[src/rtl/core/lpd_pkg.sv]
// ----------------------------------------------------------------------------
// lpd_pkg
// Shared types, register indexes and a helper of the length prefix deframer.
// ----------------------------------------------------------------------------
package lpd_pkg;

   localparam int unsigned BYTE_W    = 8;
   localparam int unsigned MAXSZ_W   = 17;
   localparam int unsigned REM_W     = 17;
   localparam int unsigned LEN_W     = 32;
   localparam int unsigned TOTAL_W   = 33;
   localparam int unsigned CSR_IDX_W = 2;
   localparam int unsigned CSR_DAT_W = 17;
   localparam int unsigned WIN_DEPTH = 4;

   localparam logic [CSR_IDX_W-1:0] CSR_PREFIX_SIZE = 2'd0;
   localparam logic [CSR_IDX_W-1:0] CSR_LITTLE_END  = 2'd1;
   localparam logic [CSR_IDX_W-1:0] CSR_LEN_INCL    = 2'd2;
   localparam logic [CSR_IDX_W-1:0] CSR_MAX_FRAME   = 2'd3;

   localparam logic [1:0] PSZ_ONE = 2'd0;
   localparam logic [1:0] PSZ_TWO = 2'd1;

   localparam logic [1:0]         RST_PREFIX_SIZE = PSZ_TWO;
   localparam logic               RST_LITTLE_END  = 1'b1;
   localparam logic               RST_LEN_INCL    = 1'b0;
   localparam logic [MAXSZ_W-1:0] RST_MAX_FRAME   = 17'd65536;

   typedef struct packed {
      logic [1:0]         prefix_size_code;
      logic               little_endian;
      logic               length_includes_prefix;
      logic [MAXSZ_W-1:0] max_frame_size;
   } cfg_type;

   typedef struct packed {
      logic [2:0] header_count;
      logic       in_body;
   } status_type;

   function automatic logic [2:0] lpd_prefix_bytes(input logic [1:0] code);
      logic [2:0] n;
      case (code)
         PSZ_ONE: n = 3'd1;
         PSZ_TWO: n = 3'd2;
         default: n = 3'd4;
      endcase
      return n;
   endfunction

endpackage

[src/rtl/core/lpd_in_reg.sv]
// ----------------------------------------------------------------------------
// lpd_in_reg
// Input register: holds one accepted stream byte until the framer takes it.
// ----------------------------------------------------------------------------
module lpd_in_reg (
   input  logic                       clock,
   input  logic                       reset,
   input  logic                       req_valid,
   output logic                       req_ready,
   input  logic [lpd_pkg::BYTE_W-1:0] req_data_byte,
   input  logic                       take,
   output logic                       hold_valid,
   output logic [lpd_pkg::BYTE_W-1:0] hold_byte
);
   import lpd_pkg::*;

   logic              valid_ff, valid_in;
   logic [BYTE_W-1:0] byte_ff, byte_in;

   assign req_ready  = !valid_ff || take;
   assign hold_valid = valid_ff;
   assign hold_byte  = byte_ff;

   always_comb begin
      valid_in = valid_ff;
      byte_in  = byte_ff;
      if (req_ready) begin
         valid_in = req_valid;
         if (req_valid) begin
            byte_in = req_data_byte;
         end
      end
   end

   always_ff @(posedge clock) begin
      if (reset) begin
         valid_ff <= 1'b0;
      end else begin
         valid_ff <= valid_in;
      end
      byte_ff <= byte_in;
   end

endmodule

[src/rtl/core/lpd_frame_ctl.sv]
// ----------------------------------------------------------------------------
// lpd_frame_ctl
// Framing state, header decode and the result register.
// ----------------------------------------------------------------------------
module lpd_frame_ctl #(
   parameter int unsigned MAX_FRAME_LIMIT = 65536
) (
   input  logic                       clock,
   input  logic                       reset,
   input  lpd_pkg::cfg_type           cfg,
   input  logic                       restart,
   input  logic                       hold_valid,
   input  logic [lpd_pkg::BYTE_W-1:0] hold_byte,
   output logic                       take,
   output lpd_pkg::status_type        status,
   output logic                       rsp_valid,
   input  logic                       rsp_ready,
   output logic [lpd_pkg::BYTE_W-1:0] rsp_body_byte,
   output logic                       rsp_last_of_frame,
   output logic                       rsp_empty_frame
);
   import lpd_pkg::*;

   localparam int unsigned LIM_W = $clog2(MAX_FRAME_LIMIT + 1);
   localparam int unsigned CMP_W = (LIM_W > MAXSZ_W) ? LIM_W : MAXSZ_W;
   localparam logic [CMP_W-1:0] LIMIT_C = CMP_W'(MAX_FRAME_LIMIT);

   logic [BYTE_W-1:0] win_ff [WIN_DEPTH];
   logic [BYTE_W-1:0] win_in [WIN_DEPTH];
   logic [BYTE_W-1:0] wr     [WIN_DEPTH];
   logic [2:0]        count_ff, count_in;
   logic              body_ff, body_in;
   logic [REM_W-1:0]  rem_ff, rem_in;
   logic              ov_ff, ov_in;
   logic [BYTE_W-1:0] ob_ff, ob_in;
   logic              ol_ff, ol_in;
   logic              oe_ff, oe_in;

   logic [2:0]         p;
   logic [2:0]         cnt_inc;
   logic [LEN_W-1:0]   len;
   logic [TOTAL_W-1:0] total;
   logic [TOTAL_W-1:0] p_ext;
   logic [TOTAL_W-1:0] body_size;
   logic [CMP_W-1:0]   max_wide;
   logic [CMP_W-1:0]   eff_lim;
   logic               bad;

   assign take              = hold_valid && (!ov_ff || rsp_ready);
   assign status            = '{header_count: count_ff, in_body: body_ff};
   assign rsp_valid         = ov_ff;
   assign rsp_body_byte     = ob_ff;
   assign rsp_last_of_frame = ol_ff;
   assign rsp_empty_frame   = oe_ff;

   always_comb begin
      p        = lpd_prefix_bytes(cfg.prefix_size_code);
      p_ext    = TOTAL_W'(p);
      cnt_inc  = count_ff + 3'd1;
      wr       = win_ff;
      if (count_ff < 3'd4) begin
         wr[count_ff[1:0]] = hold_byte;
      end
      case (p)
         3'd1:    len = LEN_W'(wr[0]);
         3'd2:    len = cfg.little_endian ? LEN_W'({wr[1], wr[0]})
                                          : LEN_W'({wr[0], wr[1]});
         default: len = cfg.little_endian ? {wr[3], wr[2], wr[1], wr[0]}
                                          : {wr[0], wr[1], wr[2], wr[3]};
      endcase
      total    = cfg.length_includes_prefix ? TOTAL_W'(len) : TOTAL_W'(len) + p_ext;
      body_size = total - p_ext;
      max_wide = CMP_W'(cfg.max_frame_size);
      eff_lim  = (max_wide > LIMIT_C) ? LIMIT_C : max_wide;
      bad      = (cfg.length_includes_prefix && (TOTAL_W'(len) < p_ext))
                 || (total > TOTAL_W'(eff_lim));
   end

   always_comb begin
      win_in   = win_ff;
      count_in = count_ff;
      body_in  = body_ff;
      rem_in   = rem_ff;
      ov_in    = ov_ff;
      ob_in    = ob_ff;
      ol_in    = ol_ff;
      oe_in    = oe_ff;
      if (rsp_ready) begin
         ov_in = 1'b0;
      end
      if (take) begin
         if (body_ff) begin
            rem_in = rem_ff - REM_W'(1);
            ov_in  = 1'b1;
            ob_in  = hold_byte;
            ol_in  = (rem_ff == REM_W'(1));
            oe_in  = 1'b0;
            if (rem_ff == REM_W'(1)) begin
               body_in  = 1'b0;
               count_in = 3'd0;
            end
         end else begin
            win_in   = wr;
            count_in = cnt_inc;
            if (cnt_inc >= p) begin
               if (bad) begin
                  win_in[0] = wr[1];
                  win_in[1] = wr[2];
                  win_in[2] = wr[3];
                  win_in[3] = '0;
                  count_in  = p - 3'd1;
               end else begin
                  count_in = 3'd0;
                  if (body_size == '0) begin
                     ov_in = 1'b1;
                     ob_in = '0;
                     ol_in = 1'b1;
                     oe_in = 1'b1;
                  end else begin
                     body_in = 1'b1;
                     rem_in  = body_size[REM_W-1:0];
                  end
               end
            end
         end
      end
      if (restart) begin
         for (int i = 0; i < WIN_DEPTH; i++) begin
            win_in[i] = '0;
         end
         count_in = 3'd0;
         body_in  = 1'b0;
         rem_in   = '0;
      end
   end

   always_ff @(posedge clock) begin
      if (reset) begin
         for (int i = 0; i < WIN_DEPTH; i++) begin
            win_ff[i] <= '0;
         end
         count_ff <= 3'd0;
         body_ff  <= 1'b0;
         rem_ff   <= '0;
         ov_ff    <= 1'b0;
      end else begin
         win_ff   <= win_in;
         count_ff <= count_in;
         body_ff  <= body_in;
         rem_ff   <= rem_in;
         ov_ff    <= ov_in;
      end
      ob_ff <= ob_in;
      ol_ff <= ol_in;
      oe_ff <= oe_in;
   end

endmodule

[src/rtl/core/length_prefix_deframer_core.sv]
// ----------------------------------------------------------------------------
// length_prefix_deframer_core
// Path: an accepted byte waits in the input register until the framer takes it; results sit in the result register.
// Throughput: one byte per cycle while the result register is free or being read; framing state updates per byte.
// Reset: registers return to defaults, header window and body state clear.
// A register write also clears the header window and drops a body in progress.
// ----------------------------------------------------------------------------
module length_prefix_deframer_core #(
   parameter int unsigned MAX_FRAME_LIMIT = 65536
) (
   input  logic                          clock,
   input  logic                          reset,
   input  logic                          req_valid,
   output logic                          req_ready,
   input  logic [lpd_pkg::BYTE_W-1:0]    req_data_byte,
   output logic                          rsp_valid,
   input  logic                          rsp_ready,
   output logic [lpd_pkg::BYTE_W-1:0]    rsp_body_byte,
   output logic                          rsp_last_of_frame,
   output logic                          rsp_empty_frame,
   input  logic                          csr_valid,
   output logic                          csr_ready,
   input  logic [lpd_pkg::CSR_IDX_W-1:0] csr_index,
   input  logic [lpd_pkg::CSR_DAT_W-1:0] csr_wdata
);
   import lpd_pkg::*;

   cfg_type           cfg_ff, cfg_in;
   logic              csr_wr;
   logic              take;
   logic              hold_valid;
   logic [BYTE_W-1:0] hold_byte;
   status_type        status;

   assign csr_ready = 1'b1;
   assign csr_wr    = csr_valid && csr_ready;

   always_comb begin
      cfg_in = cfg_ff;
      if (csr_wr) begin
         case (csr_index)
            CSR_PREFIX_SIZE: cfg_in.prefix_size_code       = csr_wdata[1:0];
            CSR_LITTLE_END:  cfg_in.little_endian          = csr_wdata[0];
            CSR_LEN_INCL:    cfg_in.length_includes_prefix = csr_wdata[0];
            CSR_MAX_FRAME:   cfg_in.max_frame_size         = csr_wdata[MAXSZ_W-1:0];
            default:         cfg_in = cfg_ff;
         endcase
      end
   end

   always_ff @(posedge clock) begin
      if (reset) begin
         cfg_ff.prefix_size_code       <= RST_PREFIX_SIZE;
         cfg_ff.little_endian          <= RST_LITTLE_END;
         cfg_ff.length_includes_prefix <= RST_LEN_INCL;
         cfg_ff.max_frame_size         <= RST_MAX_FRAME;
      end else begin
         cfg_ff <= cfg_in;
      end
   end

   lpd_in_reg u_in_reg (
      .clock         (clock),
      .reset         (reset),
      .req_valid     (req_valid),
      .req_ready     (req_ready),
      .req_data_byte (req_data_byte),
      .take          (take),
      .hold_valid    (hold_valid),
      .hold_byte     (hold_byte)
   );

   lpd_frame_ctl #(
      .MAX_FRAME_LIMIT (MAX_FRAME_LIMIT)
   ) u_frame_ctl (
      .clock             (clock),
      .reset             (reset),
      .cfg               (cfg_ff),
      .restart           (csr_wr),
      .hold_valid        (hold_valid),
      .hold_byte         (hold_byte),
      .take              (take),
      .status            (status),
      .rsp_valid         (rsp_valid),
      .rsp_ready         (rsp_ready),
      .rsp_body_byte     (rsp_body_byte),
      .rsp_last_of_frame (rsp_last_of_frame),
      .rsp_empty_frame   (rsp_empty_frame)
   );

   a_empty_is_last: assert property (@(posedge clock) disable iff (reset)
      rsp_valid && rsp_empty_frame |-> rsp_last_of_frame && (rsp_body_byte == '0))
      else $error("empty frame result without last mark or with data");

   a_restart_clears: assert property (@(posedge clock) disable iff (reset)
      csr_wr |=> (status.header_count == 3'd0) && !status.in_body)
      else $error("register write did not restart framing");

   a_count_below_prefix: assert property (@(posedge clock) disable iff (reset)
      status.header_count < lpd_prefix_bytes(cfg_ff.prefix_size_code))
      else $error("header count reached prefix size");

   a_body_no_header: assert property (@(posedge clock) disable iff (reset)
      status.in_body |-> status.header_count == 3'd0)
      else $error("header bytes held while in body");

endmodule

[config.mk]
export PLATFORM = sky130hd
export DESIGN_NAME = length_prefix_deframer_core
export DESIGN_NICKNAME = d
export VERILOG_FILES = /design/src/rtl/core/lpd_pkg.sv /design/src/rtl/core/lpd_in_reg.sv /design/src/rtl/core/lpd_frame_ctl.sv /design/src/rtl/core/length_prefix_deframer_core.sv
export SDC_FILE = /design/constraint.sdc
export NUM_CORES = 1
export LEC_CHECK = 0
export BUFFER_PORTS_ARGS = -buffer_cell sky130_fd_sc_hd__buf_2
export CAP_MARGIN = 10
export CORE_MARGIN = 3
export CORE_UTILIZATION = 45
export CTS_CLUSTER_DIAMETER = 80
export DETAILED_ROUTE_END_ITERATION = 7
export SLEW_MARGIN = 20
export SYNTH_ARGS = -nofsm -noshare
export SYNTH_HDL_FRONTEND = slang
export SYNTH_SLANG_ARGS = --single-unit
[constraint.sdc]
create_clock -name clock -period 8.3 [get_ports clock]
set_input_delay 0.415 -clock clock [delete_from_list [all_inputs] [get_ports clock]]
set_output_delay 0.415 -clock clock [all_outputs]
set_load 0.02 [all_outputs]
### Word level (Yosys, flattened, before mapping)

Index checks and enable logic that the tools add are counted.

| operators by class | value |
|---|---|
| order comparisons | 7 |
| equality and inequality tests | 10 |
| $mul | 0 |
| bitwise logic cells | 2 |
| multiplexer cells | 39 |
| add/subtract/negate cells | 5 |
| shifts and indexed selects | 0 |
| div/mod/pow operators | 0 |
| reduce and logical (&&, ||, !) cells | 23 |

Operator list:

| cell | count |
|---|---|
| $mux W32 | 4 |
| $mux W17 | 5 |
| $pmux W32 S2 | 1 |
| $mux W8 | 5 |
| $add A32 B3 Y33 | 1 |
| $gt A33 B17 Y1 | 1 |
| $logic_not A33 Y1 | 1 |
| $mux W33 | 1 |
| $sub A33 B3 Y33 | 1 |
| $bwmux W32 | 1 |
| $lt A32 B3 Y1 | 1 |
| $eq A17 B1 Y1 const B | 1 |
| $gt A17 B17 Y1 const B | 1 |
| $sub A17 B1 Y17 const B | 1 |
| $demux W8 S2 | 1 |
| $mux W16 | 1 |
| $mux W1 | 15 |
| $reduce_and A2 Y1 | 7 |
| $mux W3 | 4 |
| $reduce_and A4 Y1 | 2 |
| $pmux W3 S2 | 1 |
| $eq A2 B1 Y1 const B | 2 |
| $eq A2 B2 Y1 const B | 2 |
| $logic_not A2 Y1 | 2 |
| 17 further kinds | 24 |

| word-level totals | value |
|---|---|
| memories | 0 |
| output and inout bits | 13 |
| memory bits (writable) | 0 |
| bits in latches | 0 |
| ROM bits | 0 |
| logic and storage cells | 103 |
| register bits after elaboration | 94 |

### Logic depth before layout (Yosys ltp)

| depth | value |
|---|---|
| depth after elaboration | 18 |
| depth in mapped cells | 30 |

### Hierarchy

A second synthesis with hierarchy kept.

| second synthesis, totals | value |
|---|---|
| cell total of the unflattened synthesis | 1145 |
| area total of the unflattened synthesis | 9057.4 µm² |

By module, submodules not included:

| module | area each (µm²) | instances | seq. area each (µm²) | cells each |
|---|---|---|---|---|
| lpd_frame_ctl | 7810.0 | 1 | 1381.3 | 1039 |
| length_prefix_deframer_core | 952.2 | 1 | 420.4 | 93 |
| lpd_in_reg | 295.3 | 1 | 260.2 | 13 |

### Worst setup path before layout

No wires, ideal clock.

| timing path | value |
|---|---|
| kind | reg2reg |
| start point | reg cfg_ff[18] (netlist name) |
| end point | reg u_frame_ctl.ob_ff[0], in the netlist u_frame_ctl.rsp_body_byte[0] (enable) |
| cell stages (with the launch flop) | 21 |
| slack | 1.400 ns |
| arrival time | 6.524 ns |
| data required time | 7.924 ns |
| setup time | 0.376 ns |
| path buffers | 5 |
| path through | dfxtp_1 > buf_4 > clkbuf_1 > clkbuf_1 > buf_1 > o22ai_1 > ha_1 > nand2b_1 > a221oi_4 > or4b_1 > or4_1 > buf_4 > or4_4 > or3_4 > a2111oi_2 > o22ai_1 > or4_1 > a32oi_1 > and4_1 > a21oi_1 > nor2_1 |

| on the way | value |
|---|---|
| longest elaborated chain between the ends | 8 |
| elaborated cells on any way between the ends | 14 |

Ends and longest elaborated chain:

| item | line | source |
|---|---|---|
| from (decl) | length_prefix_deframer_core.sv:28 | `cfg_type cfg_ff, cfg_in;` |
| from (signal assigned) | length_prefix_deframer_core.sv:58 | `cfg_ff <= cfg_in;` |
| $mux W32 / $mux W16 (equally long branches) | lpd_frame_ctl.sv:68, lpd_frame_ctl.sv:66 |  |
| $pmux W32 S2 (*) | lpd_frame_ctl.sv:64 | `case (p)` |
| $add A32 B3 Y33 | lpd_frame_ctl.sv:71 | `total = cfg.length_includes_prefix ? TOTAL_W'(len) : TOTAL_W'(len) + p_ext;` |
| $mux W33 | lpd_frame_ctl.sv:71 |  |
| $sub A33 B3 Y33 / $gt A33 B17 Y1 (equally long branches) | lpd_frame_ctl.sv:72, lpd_frame_ctl.sv:76 |  |
| $logic_not A33 Y1 / $logic_or A1 B1 Y1 (equally long branches) | lpd_frame_ctl.sv:114, lpd_frame_ctl.sv:76 |  |
| $reduce_bool A2 Y1 (no source line) / $ne A2 B1 Y1 (equally long branches) | - |  |
| $reduce_and A4 Y1 (no source line) (*) | - |  |
| to (signal assigned) | lpd_frame_ctl.sv:153 | `ob_ff <= ob_in;` |
| to (decl) | lpd_frame_ctl.sv:35 | `logic [BYTE_W-1:0] ob_ff, ob_in;` |

Mark *: on every way between the ends. The rest lies on a longest branch, timed or not.
A chain may end at the register's enable or synchronous reset.

### Worst setup path in the final report

| timing path | value |
|---|---|
| start point | reg u_frame_ctl.count_ff[0] |
| end point | reg u_frame_ctl.rem_ff[7] |

| on the way | value |
|---|---|
| longest elaborated chain between the ends | 16 |
| elaborated cells on any way between the ends | 30 |

Ends and longest elaborated chain:

| item | line | source |
|---|---|---|
| from (decl) | lpd_frame_ctl.sv:31 | `logic [2:0] count_ff, count_in;` |
| from (signal assigned) | lpd_frame_ctl.sv:148 | `count_ff <= count_in;` |
| parallel branches: the longest is 16 deep, another holds $add A32 B3 Y33 | - |  |
| to (signal assigned) | lpd_frame_ctl.sv:150 | `rem_ff <= rem_in;` |
| to (decl) | lpd_frame_ctl.sv:33 | `logic [REM_W-1:0] rem_ff, rem_in;` |

Parallel ways; which one is timed is not known. The select of a mux whose other input is x is not followed.

==> out/qor.yml <==
run_status:
  status: "completed"
setup_path:
  cp-end-kind: "flip-flop"
  worst-path-max-fanout: 10
  slowest_delay_ns: 0.71
  slowest_stage: "or4_1"
  crit_family: "simple AND/OR/NAND/NOR gates"
  crit_required_ns: 8.59
  crit_top_cell: "o22ai_1"
  crit_type: "reg -> reg"
  path_cells: "ha_1, nor2b_1, nand2_1, nand2_1, a21oi_1, o22ai_1, ha_1, nand2b_1, a221oi_4, or4b_1, or4_1, or4_4, or3_4, a2111oi_2, o22ai_1, nor4_1, buf_4, o21ai_0, nor3_4, a21oi_4, or3_1, o22ai_1"
  cp_num_buf_inv: 1
  start_kind: "flip-flop"
  crit_arrival_ns: 8.10
route:
  drtIter0Drc: 1012
  viasPerCell: 6.42
  wl_per_cell_um: 20.9
  firstDrtPassIters: 7
  vias: 8765
  final_antenna_net_count: 0
  drc: 0
  drt_wl_total_mm: 28.5
cells_and_area:
  multi_input_area_mm2: 0.00608
  areaGrowthSynthToFinish_pct: 7.75
  final-seq-area_mm2: 0.00206
  nFillCells: 1814
  mostFrequentLayoutCells: "nand2_1 (174), a21oi_1 (97), dfxtp_1 (75)"
  utilization_pct: 50.5
  final_area_mm2: 0.00926
  layout_commonest_cell: "nand2_1"
  drive_above_1_share_pct: 12.1
  antenna_cells: 0
  nets: 1199
synthesis:
  synth.net_count: 1182
  ys.flop_type: "dfxtp_1"
  syn_avg_cell_area_um2: 7.71
  seq_area_frac_synth_pct: 24.0
  synth_cell_types: 96
  yosys.area.top_type: "dfxtp_1"
  netlist_area_mm2: 0.00859
  synth-seq-cells: 94
  synth_edf_count: 18
  synth_area_leaders: "dfxtp_1 (18%), nand2_1 (7.6%), edfxtp_1 (6.3%)"
  synthCells: 1115
  synth-async-reset-ratio_pct: 0
  yosysTopAreaCellShare_pct: 17.7
  yosysWarnings: 0
clock_network:
  cts_setup_buffers: 0
  path_clk_slew_ns: 0.08
  clk_latency_ns: 0.37
  cts_buffers: 9
  cts_tree: "done"
  clock_sinks: 94
  root_buffer: "clkbuf_16"
  clockBufferDepth: 2
  htreeDepth: 3
placed_design:
  place_area_mm2: 0.00896
  port_buffers: 43
  routabilityCongestion: 1.03
  dp_hpwl_mm: 22.3
sta:
  fmax_mhz: 128
  worst_pin_slew_ns: 0.911
  rsz0062_at_grt: "no"
  maxSlewViolCount: 0
  hold_slack_ns: 0.218
  fin_skew_ns: 0.00967
  period_share_pct: 94.1
  finalSetupViolations: 0
  slew_headroom_pct: 39.2
  hold_viol_final: 0
  fin_setup_tns_ns: 0
  period_needed_ns: 7.81
global_routing:
  grt_pass1_wl_mm: 45.5
  track_usage_pct: 28.1
  antenna_found_initial: 0
  grt_max_degree: 42
  grt_overflow: 0
  grt_pass1_vias: 7963
floorplanning:
  fp.dieH_um: 144
  placementRows: 49
  initial_utilization_pct: 46.9
  die_area_mm2: 0.0208
  die_w_um: 144
  fp.coreArea_mm2: 0.0183
  pin_count: 45
job:
  max-cap-violations: 0
power:
  p_per_area_mw_per_mm2: 137
  power.leakage_uw: 0.00349
  vdd_ir_drop_max_uv: 100
hold_path:
  hold_path.class: "in -> reg"
power by group:
| part | switching (uW) | internal (uW) |
|---|---|---|
| clock | 209 | 211 |
| combinational | 227 | 130 |
| sequential | 13.9 | 473 |
flip-flops by register name, indices dropped and copies added, names as in the netlist:
register                       count
u_in_reg.hold_byte                 8
u_frame_ctl.rsp_valid              1
u_frame_ctl.count_ff               3
u_frame_ctl.rsp_last_of_frame      1
u_frame_ctl.rsp_body_byte          8
u_frame_ctl.body_ff                1
u_frame_ctl.rem_ff                17
cfg_ff                            21
u_in_reg.hold_valid                1
u_frame_ctl.win_ff                32
u_frame_ctl.rsp_empty_frame        1
cell usage after synthesis, types with 9 or more instances:
cell / n
nand2_1: 174
a21oi_1: 97
dfxtp_1: 76
nor2_1: 73
nand3_1: 48
mux2i_1: 40
xnor2_1: 34
ha_1: 33
clkbuf_1: 31
a211oi_1: 26
inv_1: 26
o21ai_0: 26
nand4_1: 24
nor4_1: 21
and3b_1: 20
nor3_1: 20
edfxtp_1: 18
and2_1: 17
mux2_2: 17
o22ai_1: 17
a31oi_1: 16
nand2b_1: 15
buf_4: 13
o211ai_1: 13
or4_1: 13
xor2_1: 12
nor2b_1: 10
nor3b_1: 10
a21o_1: 9
a22oi_1: 9
what timing repair did:
item                       CTS  global route
gates resized for setup      0             2
hold buffers                 0             0
setup endpoints to repair    0            10
per-layer routing:
layer | track usage, % | wire length (um) | vias up
met5 | 0 | 0 | -
met4 | 7.81 | 606 | 0
met3 | 4.13 | 2300 | 39
met2 | 42.5 | 12300 | 370
met1 | 41.9 | 13300 | 4158
li1 | - | - | 4198
worst register-to-register path, cell delays in order, from the launching register on:
cell and delay [ns]:
dfxtp_1 0.43, ha_1 0.28, nor2b_1 0.54, nand2_1 0.11, nand2_1 0.19, a21oi_1 0.10, o22ai_1 0.36, ha_1 0.33
nand2b_1 0.18, a221oi_4 0.41, or4b_1 0.58, or4_1 0.71, or4_4 0.64, or3_4 0.35, a2111oi_2 0.40, o22ai_1 0.19
nor4_1 0.35, buf_4 0.18, o21ai_0 0.21, nor3_4 0.37, a21oi_4 0.13, or3_1 0.50, o22ai_1 0.22
metrics by stage:
step	std cells	worst slack [ns]	power (uW)
6_report	1366	0.488	1260
5_1_grt	1366	0.00213	1320
4_1_cts	1366	0.524	1270
3_5_place_dp	1350	0.553	847
3_3_place_gp	1350	0.773	846
2_1_floorplan	1115	1.40	748
final timing paths:
kind | from | endpoint | slack, ns | depth (start not counted)
worst min-delay path | req_data_byte[5] | u_in_reg.hold_byte[5]$_DFFE_PP_ | 0.22 | 1
worst max-delay path | u_frame_ctl.count_ff[0]$_SDFFE_PP0P_ | u_frame_ctl.rem_ff[7]$_SDFFE_PP0P_ | 0.49 | 22
worst max register to register | u_frame_ctl.count_ff[0]$_SDFFE_PP0P_ | u_frame_ctl.rem_ff[7]$_SDFFE_PP0P_ | 0.49 | 22
worst min register to register | u_frame_ctl.win_ff[6]$_SDFFE_PP0P_ | u_frame_ctl.win_ff[6]$_SDFFE_PP0P_ | 0.46 | 2
area by class of cell:
| type | count | area share [%] |
|---|---|---|
| flip-flops and latches | 94 | 22.3 |
| multi-input cells | 929 | 65.7 |
| repair buffers | 70 | 4.65 |
| inverters | 28 | 1.14 |
| clock inverters | 7 | 0.716 |
| well taps | 229 | 3.10 |
| clock buffers | 9 | 2.43 |
kinds of logic (layout without fill, tap and decap cells):
group,count (synthesis),count (layout),share of synthesized area (%)
DFF,94,94,24.0
AOI/OAI and AO/OA,287,287,22.7
buffers and inverters,92,114,5.48
xor gates and xnor gates,47,47,4.95
and+or+nand+nor,501,501,30.6
other,1,1,0.0436
muxes,57,57,6.89
adders and majority gates,36,36,5.39
No activity file was read; power rests on OpenSTA's default activity.
